[src/rtl/core/rpsl_pkg.sv]
package rpsl_pkg;

    // Fixed field widths of the sample, time, scale, window length, level and configuration fields.
    localparam int SAMPLE_BITS = 12;
    localparam int TIME_BITS   = 32;
    localparam int SCALE_BITS  = 13;
    localparam int WLEN_BITS   = 16;
    localparam int LEVEL_BITS  = 8;
    localparam int CFG_BITS    = 16;
    localparam int CFG_IDX_BITS = 2;

    localparam logic [SCALE_BITS-1:0] FS_DIRECT_RST = SCALE_BITS'(2400);
    localparam logic [SCALE_BITS-1:0] FS_STREAM_RST = SCALE_BITS'(4610);
    localparam logic [WLEN_BITS-1:0]  WLEN_RST      = WLEN_BITS'(3000);
    localparam logic [LEVEL_BITS-1:0] LEVEL_MAX     = LEVEL_BITS'(255);

    typedef enum logic [1:0] {
        ACT_SAMPLE = 2'd0,
        ACT_READ   = 2'd1,
        ACT_REOPEN = 2'd2
    } t_action;

    typedef enum logic [CFG_IDX_BITS-1:0] {
        CFG_STREAM_MODE = 2'd0,
        CFG_FS_DIRECT   = 2'd1,
        CFG_FS_STREAM   = 2'd2,
        CFG_WIN_LEN     = 2'd3
    } t_cfg_index;

    typedef struct packed {
        logic [1:0]             action;
        logic [SAMPLE_BITS-1:0] sample;
        logic [TIME_BITS-1:0]   now_ms;
        logic                   tuning;
        logic                   powered_down;
    } t_in_item;

    typedef struct packed {
        logic [LEVEL_BITS-1:0]  rssi_level;
        logic [SAMPLE_BITS-1:0] raw_used;
        logic                   check_done;
        logic                   input_flat;
    } t_out_item;

endpackage

[src/rtl/core/rssi_peak_scale_liveness.sv]
// RSSI conditioner: running peak hold, scaling to 0..255 and a one-shot
// liveness check.
//
// Input channel (i_valid / o_ready, payload i_data) carries one item per
// handshake: a streamed sample, a read request or a window reopen. Only a
// read request produces an item on the output channel (o_valid / i_ready,
// payload o_data). The configuration port (i_cfg_we, i_cfg_index,
// i_cfg_data) writes one register per cycle and must only be used while
// the block is idle.
//
// Sample, reopen and unused items are absorbed in the cycle they are
// accepted, so such items stream at one per cycle while no read is in flight.
// A read that needs a division passes a step that forms raw*255, eight
// divider steps (one quotient bit each) and a step that loads the result. A
// tuning read or a read whose raw count reaches the full scale skips the
// divider and goes straight to the load. The input is not ready while a read
// is in flight, so no new item is taken until the read is loaded. A result
// waits in the output register until taken; meanwhile new items are accepted
// and a following read parks until the register is free. Synchronous
// active-low reset restores the defaults and clears peak, window and flags.
module rssi_peak_scale_liveness
    import rpsl_pkg::*;
(
    input  logic                    i_clk,
    input  logic                    i_rst_n,
    input  logic                    i_valid,
    output logic                    o_ready,
    input  t_in_item                i_data,
    output logic                    o_valid,
    input  logic                    i_ready,
    output t_out_item               o_data,
    input  logic                    i_cfg_we,
    input  logic [CFG_IDX_BITS-1:0] i_cfg_index,
    input  logic [CFG_BITS-1:0]     i_cfg_data
);

    localparam int PROD_BITS = SAMPLE_BITS + LEVEL_BITS;
    localparam int CNT_BITS  = $clog2(LEVEL_BITS);

    typedef enum logic [1:0] {
        ST_IDLE,
        ST_PREP,
        ST_DIV,
        ST_FIN
    } t_state;

    t_state r_state;

    // Configuration registers.
    logic                   r_stream_mode;
    logic [SCALE_BITS-1:0]  r_fs_direct;
    logic [SCALE_BITS-1:0]  r_fs_stream;
    logic [WLEN_BITS-1:0]   r_win_len;

    // Block state.
    logic [SAMPLE_BITS-1:0] r_peak;
    logic [SAMPLE_BITS-1:0] r_held;
    logic [SAMPLE_BITS-1:0] r_last_raw;
    logic                   r_win_open;
    logic [TIME_BITS-1:0]   r_win_end;
    logic [SAMPLE_BITS-1:0] r_win_min;
    logic [SAMPLE_BITS-1:0] r_win_max;
    logic                   r_done;
    logic                   r_flat;

    // Divider working registers. The remainder always stays below the
    // divisor, and the dividend register fills with quotient bits as the
    // low dividend bits shift out.
    logic [SAMPLE_BITS-1:0] r_raw;
    logic [SCALE_BITS-1:0]  r_scale;
    logic [SCALE_BITS-1:0]  r_rem;
    logic [LEVEL_BITS-1:0]  r_dvd;
    logic [CNT_BITS-1:0]    r_cnt;
    logic [LEVEL_BITS-1:0]  r_level;

    logic                   r_out_valid;
    t_out_item              r_out;

    logic                   w_accept;
    logic                   w_out_free;
    logic [SAMPLE_BITS-1:0] w_raw;
    logic [SCALE_BITS-1:0]  w_scale;
    logic [SAMPLE_BITS-1:0] w_min;
    logic [SAMPLE_BITS-1:0] w_max;
    logic [PROD_BITS-1:0]   w_prod;
    logic [SCALE_BITS:0]    w_trial;
    logic [SCALE_BITS:0]    w_diff;
    logic                   w_qbit;

    assign o_ready    = (r_state == ST_IDLE);
    assign w_accept   = i_valid && o_ready;
    assign w_out_free = !r_out_valid || i_ready;
    assign o_valid    = r_out_valid;
    assign o_data     = r_out;

    // Raw count and full scale for a read. In stream mode an empty peak
    // repeats the last held stream value.
    always_comb begin
        if (r_stream_mode) begin
            w_raw   = (r_peak == '0) ? r_held : r_peak;
            w_scale = r_fs_stream;
        end else begin
            w_raw   = i_data.sample;
            w_scale = r_fs_direct;
        end
        w_min = (w_raw < r_win_min) ? w_raw : r_win_min;
        w_max = (w_raw > r_win_max) ? w_raw : r_win_max;
    end

    // raw * 255 as a shift and subtract.
    assign w_prod = {r_raw, {LEVEL_BITS{1'b0}}} - PROD_BITS'(r_raw);

    // One restoring division step.
    assign w_trial = {r_rem, r_dvd[LEVEL_BITS-1]};
    assign w_diff  = w_trial - {1'b0, r_scale};
    assign w_qbit  = !w_diff[SCALE_BITS];

    always_ff @(posedge i_clk) begin
        if (!i_rst_n) begin
            r_state       <= ST_IDLE;
            r_stream_mode <= 1'b0;
            r_fs_direct   <= FS_DIRECT_RST;
            r_fs_stream   <= FS_STREAM_RST;
            r_win_len     <= WLEN_RST;
            r_peak        <= '0;
            r_held        <= '0;
            r_last_raw    <= '0;
            r_win_open    <= 1'b0;
            r_win_end     <= '0;
            r_win_min     <= '1;
            r_win_max     <= '0;
            r_done        <= 1'b0;
            r_flat        <= 1'b0;
            r_cnt         <= '0;
            r_out_valid   <= 1'b0;
        end else begin
            if (i_cfg_we) begin
                case (t_cfg_index'(i_cfg_index))
                    CFG_STREAM_MODE: r_stream_mode <= i_cfg_data[0];
                    CFG_FS_DIRECT:   r_fs_direct   <= i_cfg_data[SCALE_BITS-1:0];
                    CFG_FS_STREAM:   r_fs_stream   <= i_cfg_data[SCALE_BITS-1:0];
                    CFG_WIN_LEN:     r_win_len     <= i_cfg_data[WLEN_BITS-1:0];
                    default: ;
                endcase
            end

            // In the final state the load below decides the output valid flag.
            if (r_out_valid && i_ready && (r_state != ST_FIN)) begin
                r_out_valid <= 1'b0;
            end

            case (r_state)
                ST_IDLE: begin
                    if (w_accept) begin
                        case (t_action'(i_data.action))
                            ACT_SAMPLE: begin
                                if (r_stream_mode && (i_data.sample > r_peak)) begin
                                    r_peak <= i_data.sample;
                                end
                            end
                            ACT_REOPEN: begin
                                r_win_open <= 1'b0;
                                r_win_end  <= '0;
                                r_win_min  <= '1;
                                r_win_max  <= '0;
                                r_done     <= 1'b0;
                                r_flat     <= 1'b0;
                            end
                            ACT_READ: begin
                                if (i_data.tuning) begin
                                    r_level <= '0;
                                    r_state <= ST_FIN;
                                end else begin
                                    if (r_stream_mode) begin
                                        r_peak <= '0;
                                        if (r_peak != '0) begin
                                            r_held <= r_peak;
                                        end
                                    end
                                    r_last_raw <= w_raw;
                                    r_raw      <= w_raw;
                                    r_scale    <= w_scale;
                                    if (!r_done && !i_data.powered_down) begin
                                        if (!r_win_open) begin
                                            r_win_open <= 1'b1;
                                            r_win_end  <= i_data.now_ms
                                                          + TIME_BITS'(r_win_len);
                                            r_win_min  <= w_raw;
                                            r_win_max  <= w_raw;
                                        end else begin
                                            r_win_min <= w_min;
                                            r_win_max <= w_max;
                                            if (i_data.now_ms >= r_win_end) begin
                                                r_done <= 1'b1;
                                                r_flat <= (w_min == w_max);
                                            end
                                        end
                                    end
                                    if ({1'b0, w_raw} >= w_scale) begin
                                        r_level <= LEVEL_MAX;
                                        r_state <= ST_FIN;
                                    end else begin
                                        r_state <= ST_PREP;
                                    end
                                end
                            end
                            default: ;
                        endcase
                    end
                end
                ST_PREP: begin
                    r_rem   <= SCALE_BITS'(w_prod[PROD_BITS-1:LEVEL_BITS]);
                    r_dvd   <= w_prod[LEVEL_BITS-1:0];
                    r_cnt   <= '0;
                    r_state <= ST_DIV;
                end
                ST_DIV: begin
                    r_rem <= w_qbit ? w_diff[SCALE_BITS-1:0] : w_trial[SCALE_BITS-1:0];
                    r_dvd <= {r_dvd[LEVEL_BITS-2:0], w_qbit};
                    r_cnt <= r_cnt + 1'b1;
                    if (r_cnt == CNT_BITS'(LEVEL_BITS - 1)) begin
                        r_level <= {r_dvd[LEVEL_BITS-2:0], w_qbit};
                        r_state <= ST_FIN;
                    end
                end
                ST_FIN: begin
                    if (w_out_free) begin
                        r_out.rssi_level <= r_level;
                        r_out.raw_used   <= r_last_raw;
                        r_out.check_done <= r_done;
                        r_out.input_flat <= r_flat;
                        r_out_valid      <= 1'b1;
                        r_state          <= ST_IDLE;
                    end
                end
                default: begin
                    r_state <= ST_IDLE;
                end
            endcase
        end
    end

endmodule

[config.mk]
export PLATFORM = sky130hd
export DESIGN_NAME = rssi_peak_scale_liveness
export DESIGN_NICKNAME = d
export VERILOG_FILES = /design/src/rtl/core/rpsl_pkg.sv /design/src/rtl/core/rssi_peak_scale_liveness.sv
export SDC_FILE = /design/constraint.sdc
export NUM_CORES = 1
export LEC_CHECK = 0
export BUFFER_PORTS_ARGS = -buffer_cell sky130_fd_sc_hd__buf_2
export CORE_MARGIN = 4
export CORE_UTILIZATION = 55
export DETAILED_ROUTE_END_ITERATION = 6
export PLACE_DENSITY = 0.8
export SLEW_MARGIN = 20
export SYNTH_ARGS = -nofsm -noshare
export SYNTH_HDL_FRONTEND = slang
export SYNTH_SLANG_ARGS = --single-unit
[constraint.sdc]
create_clock -name i_clk -period 3.92 [get_ports i_clk]
set_input_delay 0.784 -clock i_clk [delete_from_list [all_inputs] [get_ports i_clk]]
set_output_delay 0.784 -clock i_clk [all_outputs]
set_load 0.1 [all_outputs]
==> After elaboration in Yosys (flattened, before gate mapping) <==
Cells that the tools add are included.
{ "word_totals": {"word_cells": 146, "in_bits": 71, "reg_bits": 220, "out_inout_bits": 24} }
{ "classes": {"n_bitwise": 1, "magnitude_cmp": 5, "n_mux": 54, "n_reduce_logical": 34, "n_addsub": 4, "n_eq_ne": 23} }
{ "op_table": {"columns": ["op", "n"], "rows": [
  ["12-bit two-way mux", 13],
  ["32-bit two-way mux", 3],
  ["12-bit one-hot mux with 2 select lines", 3],
  ["32-bit one-hot mux with 2 select lines", 1],
  ["8-bit two-way mux", 5],
  ["32-bit by 16-bit adder with 32-bit output", 1],
  ["32-bit greater-or-equal comparator", 1],
  ["8-bit one-hot mux with 2 select lines", 2],
  ["13-bit two-way mux", 2],
  ["13-bit one-hot mux with 2 select lines", 1],
  ["12-bit greater-than comparator", 2],
  ["6-bit AND reduction", 4],
  ["2-bit inequality test (second input constant)", 10],
  ["20-bit by 12-bit subtractor with 20-bit output", 1],
  ["14-bit by 13-bit subtractor with 14-bit output", 1],
  ["12-bit by 13-bit greater-or-equal comparator with 1-bit output", 1],
  ["1-bit two-way mux", 13],
  ["12-bit == test", 1],
  ["12-bit zero test", 1],
  ["12-bit less-than comparator", 1],
  ["2-bit two-way mux", 6],
  ["12-bit nonzero test", 1],
  ["2-bit == test (second input constant)", 5],
  ["2-bit AND reduction", 5],
  ["18 further kinds", 37]
]} }

==> Depth between registers and ports, before layout <==
Gate-level depths: netlist of the first run.
{ "logic_depth": {"word_depth": 11, "mapped_depth": 19, "ltp_nobuf": 16} }

==> Least setup slack after synthesis of the first run <==
Ideal clock, no wire load.
{ "synth_path": {"kind": "register to register", "from": "register r_peak[0]", "to": "register r_level[0], enable pin", "arrival_time_ps": 3605, "path_stages_with_launch": 19, "path_buffers": 2, "setup_ps": 383, "t_required_ps": 3537, "slack_ps": -68, "synth_period_minus_slack_ps": 3988, "cell_sequence": "dfxtp_1 -> nor4_1 -> and3_1 -> clkbuf_1 -> buf_2 -> a21oi_1 -> nor2_1 -> inv_1 -> ha_1 -> nand2b_1 -> a21o_1 -> a21o_1 -> a21o_1 -> a21oi_1 -> nor2b_1 -> o21ai_0 -> a2111oi_0 -> o21ai_0 -> nor3_1"} }
{ "synth_between": {"elab_chain_len": 6} }
{ "synth_lines": {"columns": ["item", "line_no", "source"], "rows": [
  ["from (decl)", "rssi_peak_scale_liveness.sv:56", "logic [SAMPLE_BITS-1:0] r_peak;"],
  ["from (signal assigned)", "rssi_peak_scale_liveness.sv:158", "r_peak <= i_data.sample;"],
  ["12-bit zero test", "rssi_peak_scale_liveness.sv:100", "w_raw = (r_peak == '0) ? r_held : r_peak;"],
  ["12-bit two-way mux *", "rssi_peak_scale_liveness.sv:100", null],
  ["12-bit two-way mux *", "rssi_peak_scale_liveness.sv:99", "if (r_stream_mode) begin"],
  ["via w_raw[0]", "rssi_peak_scale_liveness.sv:81", "logic [SAMPLE_BITS-1:0] w_raw;"],
  ["12-bit by 13-bit greater-or-equal comparator with 1-bit output *", "rssi_peak_scale_liveness.sv:199", "if ({1'b0, w_raw} >= w_scale) begin"],
  ["3-bit by 1-bit inequality test with 1-bit output (no source line) *", null, null],
  ["6-bit AND reduction (no source line) *", null, null],
  ["to (signal assigned)", "rssi_peak_scale_liveness.sv:222", "r_level <= {r_dvd[LEVEL_BITS-2:0], w_qbit};"],
  ["to (decl)", "rssi_peak_scale_liveness.sv:74", "logic [LEVEL_BITS-1:0] r_level;"]
]} }
The timed path passes the listed nets; every way through them passes the cells marked *.
A chain may end at the register's enable or synchronous reset.

==> Final worst setup path of the first run <==
{ "layout_path": {"from": "register r_peak[0]", "to": "register r_level[4], enable pin"} }
Same word-level chain as after synthesis.

==> results of run 1 <==
power by group:
part / switching (mW) / internal (mW)
logic: 1.03 / 0.604
registers: 0.0814 / 2.59
clock network: 0.889 / 1.29
worst register-to-register path: cells and delay by family, from the launching register on:
kind | cells | cell delay, ps
adder cells (fa/ha/maj) | 1 | 300
AND/OR/NAND/NOR | 6 | 1090
flip-flops | 1 | 350
AO/OA/AOI/OAI | 8 | 1180
buffers and inverters | 3 | 510
path summary, 6_finish.rpt:
path | from | end | slack, ps | cells after the start
max | r_peak[0] | r_level[4] | 170 | 18
min | r_level[4] | o_data[18] | 410 | 0
max reg2reg | r_peak[0] | r_level[4] | 170 | 18
min reg2reg | r_level[4] | o_data[18] | 410 | 0
stage by stage:
stage | cells | utilization
CTS | 1871 | 0.639
global route | 1872 | 0.640
detailed placement | 1827 | 0.605
floorplan | 1457 | -
finish | 1872 | 0.640
global placement | 1827 | 0.605
sequential cells by signal, indices dropped and copies added (netlist names), 13 cells and up:
name and flops:
o_data 22, r_fs_direct 13, r_win_len 16, r_fs_stream 13, r_win_end 32, r_rem 13, r_scale 13
routing by layer:
layer,vias up,part of all wire
met2,405,0.47
met5,-,0
met3,96,0.065
met4,0,0.034
li1,5345,-
met1,5216,0.43
layout by cell type (no fill, tap or decap), drive strengths merged, types with 14 or more instances in the layout:
cell type / netlist / layout
nor3: 18 / 18
edfxtp: 76 / 76
a21o: 32 / 32
nand4: 20 / 20
o22ai: 20 / 20
a21oi: 141 / 141
clkbuf: 51 / 35
mux2i: 27 / 27
inv: 117 / 118
ha: 118 / 118
xnor2: 40 / 40
xor2: 25 / 25
nand2: 226 / 226
a22oi: 14 / 14
nand2b: 14 / 14
nor2: 85 / 85
dfxtp: 144 / 144
buf: 13 / 150
mux2: 16 / 16
nand3: 50 / 50
o21ai: 71 / 71
logic make-up after synthesis:
family | Yosys count | share of synthesized area
buffers and inverters | 181 | 0.0555
and+or+nand+nor | 476 | 0.169
muxes | 43 | 0.0353
DFF | 220 | 0.405
adders and majority gates | 120 | 0.119
AOI/OAI and AO/OA | 352 | 0.170
xor gates and xnor gates | 65 | 0.0453
layout make-up:
cell class	instances	area, um2	area share
Clock inverter	9	73.8	0.00508
Timing Repair Buffer	150	903	0.0621
Inverter	117	439	0.0302
Sequential cell	220	5160	0.355
Clock buffer	35	693	0.0477
Multi-Input combinational cell	1056	6910	0.475
Tap cell	285	357	0.0245
what timing repair did:
item,4_1_cts,5_1_grt
gates resized for setup,0,7
buffers inserted,0,1
setup endpoints to repair,0,10
==> results.md, run 1 <==
Worst setup path:
- The master of the slowest instance on the critical path is sky130_fd_sc_hd__a2111oi_2.
- The critical path goes through nor4_2, and3_4, a21oi_1, nor2_1, inv_1, ha_1, nand2b_1, a21o_1, a21o_1, a21o_1, a21oi_1, nor2b_1, o21ai_0, a2111oi_2, o21ai_0, buf_4, nor3_2, buf_4.
- Among cell families on the critical path, the largest total delay comes from compound AO/OA/AOI/OAI gates.
- The most numerous cell type found on the critical path is sky130_fd_sc_hd__a21o_1.
- The maximum single-stage delay on the critical path is 430 ps.
- The worst setup path is of the reg2reg kind.
- The data arrival time of the critical path is 3970 ps.
- The maximum fanout along the worst path is 8.
- STA puts the critical path data required time at 4140 ps.
- The worst setup path is captured at a register.
- Together, buffers and inverters on the worst path number 3.
- STA classifies the critical path startpoint as a register.

Cells and area:
- Summing all non-filler instances in the final layout gives an area of 14500 um2.
- The fill cell instance count of the final layout is 1879.
- Compared with the post-synthesis result, the final layout area differs by 14.1%.
- At the end of the flow, the number of nets in the layout was 1760.
- The proportion of layout cells with a drive suffix above 1 is 0.144.
- 0 antenna diodes ended up in the layout.

Flow run:
- Max-cap violations in this run came to 0.

Floorplan:
- The die height is 160 um.
- The total I/O pin count is 95.
- The count of standard-cell rows is 55.
- The starting density of the core is 0.561.
- From left edge to right edge, the die measures 160 um.
- The area of the core region is 22700 um2.
- The die covers 25700 um2.

Synthesis:
- The most used standard cell by instance count after synthesis is sky130_fd_sc_hd__nand2_1.
- In this run, synthesis produced a sequential element count of 220.
- The mapped netlist covers 12700 um2.
- The post-synthesis instance total is 1457.
- The net count of the mapped netlist is 1648.
- Of all flip-flops after synthesis, the portion carrying an async set or reset was 0.
- The proportion of netlist area held by the largest area contributor is 0.226.
- The netlist uses 73 different library cells.
- Among all flip-flop cells after synthesis, the most frequent one is sky130_fd_sc_hd__dfxtp_1.
- The share of synthesized area occupied by flip-flops and latches is 0.405.
- Yosys printed 0 warnings.
- The cell taking the most area after synthesis is sky130_fd_sc_hd__dfxtp_1.
- After synthesis, the cell types taking the most area are sky130_fd_sc_hd__dfxtp_1 (23%), sky130_fd_sc_hd__edfxtp_1 (18%), sky130_fd_sc_hd__ha_1 (12%).
- Counting instances in the post-synthesis netlist gives the leading cell types as sky130_fd_sc_hd__nand2_1 (225), sky130_fd_sc_hd__dfxtp_1 (144), sky130_fd_sc_hd__a21oi_1 (141).
- Each instance of the synthesized netlist takes up on average 8.75 um2.
- The number of synthesized flops with an enable pin is 76.

Power and ir drop:
- The power per unit of standard cell area is 446 nW/um2.
- VDD sags by at most 0.295 mV.
- The static leakage is 5.95 nW.
- The power consumption is 6.48 mW.

Clock network:
- The maximum number of buffers from clock root to sink is 3.
- Clock tree synthesis selected as its root buffer the cell sky130_fd_sc_hd__clkbuf_16.
- Counting the buffers created by CTS gives 24.
- After clock tree synthesis, the clock-pin slew on the worst setup and hold paths is 60 ps.
- In this run the number of H-tree levels came out at 1.
- TritonCTS built the clock tree.
- For this design, the CTS-stage hold fixing added 0 buffers.
- Clock tree synthesis found a total of 220 sinks.
- The worst-skew pair later-pin latency is 510 ps.

GRT:
- The global routing usage summed across all routing layers is 0.245.
- The number of global-route vias before repair was 10900.
- The initial antenna violation count is 0.
- Entering global routing, the biggest net connects 71 pins.
- The wire length of the first global-routing pass is 53100 um.
- For this run, global-route usage on met3 was measured as 0.0351.
- The global routing usage on met2 is 0.415.
- The busiest layer in global routing is met2.
- The met1 demand-to-capacity share in global routing is 0.322.
- The overall overflow remaining after global route is 0.

Routing:
- The via density per instance is 5.91.
- The routed layout has 11100 vias.
- After detailed routing, the total wire length is 32300 um.
- For this run, design rule violations remaining after detail routing come to 0.
- Dividing the detail-routed wire length by the instance count gives 17.3 um.
- Once detail routing completed, the nets flagged for antenna violations numbered 0.
- The iteration-0 DRC count of the detailed router is 855.
- The first TritonRoute pass finished after 6 iterations.

Timing:
- The worst-case setup margin in the final layout is 167 ps.
- The timing-limited maximum frequency is 266 MHz.
- Of the available clock period, the critical path in the final layout requires 0.957.
- The number of pins with negative max-slew slack in the final report is 0.
- Across the routed clock network, the largest skew measured is 11.1 ps.
- The count of final hold-check violations was 0.
- Adding up every negative setup slack in the final design gives 0 ps.
- The tightest hold path in the finished design has a slack of 414 ps.
- The tightest slew margin relative to the limit is 0.351.
- The slew at the pin closest to its max-slew limit is 974 ps.
- The minimum clock period after layout is 3750 ps.
- The setup violation total in the final timing report is 0.

Hold path:
- The min-delay analysis places its worst path in the category reg2reg.

Placement:
- The routability congestion estimate is 0.993.
- Summing all placed instances gives a cell area of 13700 um2.
- The total half-perimeter wirelength after legalization and detailed placement is 23700 um.
- During placement, the flow inserted port buffers numbering 94.
- The worst setup slack before clock tree synthesis is 45.0 ps.

Run status:
- The flow ran to the end, and the final reports show no timing, DRC or antenna violations.
Power figures use the tool's default switching activity.
==> inputs of run 2 (changes only) <==
- CELL_PAD_IN_SITES_DETAIL_PLACEMENT: unset -> 0
- CELL_PAD_IN_SITES_GLOBAL_PLACEMENT: unset -> 2
- CORE_UTILIZATION: 55 -> 30
- CTS_CLUSTER_DIAMETER: unset -> 200
- PLACE_DENSITY: 0.8 -> 0.72
==> run 2 against run 1 <==
Against the previous run:
- clock skew grew 8.0 ps
- sequential cell count unchanged
- die area is 79% higher
- routed wire length up 17%
- sequential power is essentially flat
- final area rose by 4.6%
- count of clock-buffer cells in the layout up 7
- cell count is 15% higher
- register-to-register slack improved by 40 ps
- critical path type unchanged
- largest power group unchanged
==> results.md, run 2 (synthesis results as in run 1) <==
Cells and area:
- Most used cells in the layout excluding fill and tap cells: sky130_fd_sc_hd__nand2_1 (225), sky130_fd_sc_hd__dfxtp_1 (143), sky130_fd_sc_hd__a21oi_1 (137) (was sky130_fd_sc_hd__nand2_1 (225), sky130_fd_sc_hd__dfxtp_1 (144), sky130_fd_sc_hd__a21oi_1 (140)).
- The number of flip-flops in the largest register is 32 (unchanged).
- The most common library cell in the layout ignoring fill and taps is sky130_fd_sc_hd__nand2_1 (unchanged).
- The fill cell instance count of the final layout is 4337 (was 1879).
- The final design area excluding fillers is 15200 um2 (was 14500 um2).
- The area added between synthesis and finish is 19.3% (was 14.1%).
- The most flop-heavy register is r_win_end (unchanged).
- The proportion of layout cells with a drive suffix above 1 is 0.159 (was 0.144).
- The final net count was 1783 (was 1760).

Routing:
- The average wire per standard cell is 17.5 um (was 17.3 um).
- The post-detailed-routing wire length came to 37800 um (was 32300 um).
- The iteration-0 DRC count of the detailed router was 448 (was 855).
- The detailed-router iteration count before antenna repair is 5 (was 6).
- The via density per instance is 4.96 (was 5.91).
- The via count is 10700 (was 11100).
- The remaining routing DRC violations is 0 (unchanged).
- The post-route antenna net violation count is 0 (unchanged).

Worst setup path:
- The startpoint type of the worst setup path is a register (unchanged).
- The setup slack of the most critical reg-to-reg path is 210 ps (was 170 ps).
- The path depth of the worst reg2reg path is 17 (was 18).
- The maximum fanout along the worst path came to 12 (was 8).
- The data arrival time of the critical path is 4190 ps (was 3970 ps).
- The endpoint of the most critical register-to-register path is r_flat (was r_level[4]).
- The critical path data required time is 4400 ps (was 4140 ps).
- The kind of end point of the critical path is a register (unchanged).
- The worst setup path category is reg2reg (unchanged).
- The beginning of the worst register-to-register path is r_peak[4] (was r_peak[0]).

Clock network:
- The root buffer cell was sky130_fd_sc_hd__clkbuf_16 (unchanged).
- The CTS tree is built (unchanged).
- The count of H-tree levels built during CTS is 1 (unchanged).
- The CTS clock-pin slew for the worst setup and hold paths is 60 ps (about the same).
- The total clock sinks is 220 (unchanged).
- The total clock buffers created by CTS is 27 (was 24).
- The maximum number of buffers from clock root to sink is 3 (unchanged).
- The worst-skew pair later-pin latency was 560 ps (was 510 ps).

Timing:
- The timing-limited maximum frequency came to 269 MHz (was 266 MHz).
- The share of the cycle needed by the critical path after routing is 0.947 (was 0.957).
- The worst-case setup margin in the final layout came to 209 ps (was 167 ps).
- The setup violation total in the final timing report was 0 (unchanged).
- The minimum clock period after layout is 3710 ps (was 3750 ps).
- The final hold slack is 421 ps (was 414 ps).
- The number of pins with negative max-slew slack in the final report is 0 (unchanged).
- The slew at the pin closest to its max-slew limit came to 1060 ps (was 974 ps).
- The setup TNS after final layout is 0 ps (unchanged).
- The count of final hold-check violations is 0 (unchanged).
- The tightest slew margin relative to the limit is 0.294 (was 0.351).
- The largest clock skew in the final design was 19.1 ps (was 11.1 ps).

GRT:
- The overall overflow remaining after global route is 0 (unchanged).
- The global routing usage summed across all routing layers is 0.160 (was 0.245).
- The number of global-route vias before repair is 10600 (was 10900).
- The maximum number of pins on one net before global-route repair is 87 (was 71).
- The wire length of the first global-routing pass is 59400 um (was 53100 um).
- The initial antenna violation count is 0 (unchanged).

Flow run:
- The number of max-cap violations is 0 (unchanged).

Floorplan:
- The starting density of the core is 0.304 (was 0.561).
- The total I/O pin count is 95 (unchanged).
- The full die area is 45800 um2 (was 25700 um2).
- The die height is 214 um (was 160 um).
- The count of standard-cell rows came to 75 (was 55).
- The area of the core region came to 41900 um2 (was 22700 um2).
- The die boundary width is 214 um (was 160 um).

Hold path:
- The hold path startpoint is r_level[1] (was r_level[4]).
- The classification of the worst-slack hold path is reg2reg (unchanged).
- The destination of the worst hold path is o_data[15] (was o_data[18]).
- The depth of the worst hold-timing path was 0 (unchanged).

Placement:
- The number of buffer cells added on primary ports was 94 (unchanged).
- The total half-perimeter wirelength after legalization and detailed placement came to 28100 um (was 23700 um).
- The worst setup slack before clock tree synthesis is 55.0 ps (was 45.0 ps).
- The cell area after placement is 14200 um2 (was 13700 um2).
- The routability congestion estimate is 0.836 (was 0.993).

Run status:
- Run status: finished, final reports clean (unchanged).

Power and ir drop:
- The largest vdd supply drop came to 0.304 mV (was 0.295 mV).
- The power per unit of standard cell area came to 454 nW/um2 (was 446 nW/um2).
- The static leakage is 6.14 nW (was 5.95 nW).
==> run 2: changes by cell type in the layout (fill, tap and decap cells not counted), sizes merged <==
| cell | change |
|---|---|
| clkinvlp | -1 |
| diode | +1 |
| buf | +19 |
| bufinv | +2 |
| and2 | +1 |
| clkinv | -2 |
| clkbuf | +7 |
==> run 2: routing by layer <==
| layer | vias up | part of all wire | track usage |
|---|---|---|---|
| li1 | 5401 | - | - |
| met1 | 5029 | 0.47 | 0.221 |
| met2 | 206 | 0.46 | 0.261 |
| met3 | 46 | 0.049 | 0.0273 |
| met4 | 0 | 0.022 | 0.0396 |
| met5 | - | 0 | 0 |
==> run 2: through the flow <==
step           power (mW)  instances  utilization
3_3_place_gp         4.35       2094        0.337
5_1_grt              7.29       2152        0.362
2_1_floorplan        3.87       1457            -
3_5_place_dp         4.36       2094        0.337
4_1_cts              6.98       2144        0.359
6_report             6.91       2153        0.363
==> run 2: area by class of cell <==
type	count	area, um2	share of cell area
clock buffer	42	782	0.0514
clock inverter	8	134	0.00880
sequential	220	5170	0.340
inverter	117	439	0.0289
tap	539	674	0.0443
timing repair buffer	169	1070	0.0704
multi-input combinational	1057	6940	0.456
antenna	1	2.50	0.000165
==> run 2: worst max-delay path by stage <==
stage | from | endpoint | slack [ps] | cells after the start
final | r_peak[4] | r_flat | 210 | 17
after global routing | r_peak[4] | r_flat | -50 | 17
after CTS | r_peak[4] | r_flat | 60 | 18
after detailed placement | i_data[2] | r_win_end[26] | 60 | 13
after global placement | r_peak[4] | r_flat | 20 | 16
after floorplan | r_peak[0] | r_level[0] | 150 | 18
==> run 2: timing repair <==
item	4_1_cts	5_1_grt
gates resized for setup	0	11
hold buffers	0	0
endpoints found under the setup margin	0	24
buffers inserted	0	7
==> run 2: worst max-delay path: stages, from the launching register on <==
cell	delay, ps
sky130_fd_sc_hd__dfxtp_1	320
sky130_fd_sc_hd__nor4_2	330
sky130_fd_sc_hd__and3_1	250
sky130_fd_sc_hd__buf_4	210
sky130_fd_sc_hd__a21oi_1	100
sky130_fd_sc_hd__a21oi_2	180
sky130_fd_sc_hd__buf_4	170
sky130_fd_sc_hd__ha_1	240
sky130_fd_sc_hd__a211oi_1	240
sky130_fd_sc_hd__o21ai_0	130
sky130_fd_sc_hd__o211ai_1	110
sky130_fd_sc_hd__a21o_1	250
sky130_fd_sc_hd__and2_4	270
sky130_fd_sc_hd__buf_12	120
sky130_fd_sc_hd__a221oi_1	70
sky130_fd_sc_hd__o21ai_0	280
sky130_fd_sc_hd__nand4_1	150
sky130_fd_sc_hd__o31ai_2	220
==> run 2: power breakdown <==
| group | total, mW | switching (mW) | internal, mW |
|---|---|---|---|
| logic | 1.66 | 1.06 | 0.601 |
| registers | 2.66 | 0.0788 | 2.59 |
| clock network | 2.59 | 1.01 | 1.57 |
| total | 6.91 | 2.15 | 4.76 |
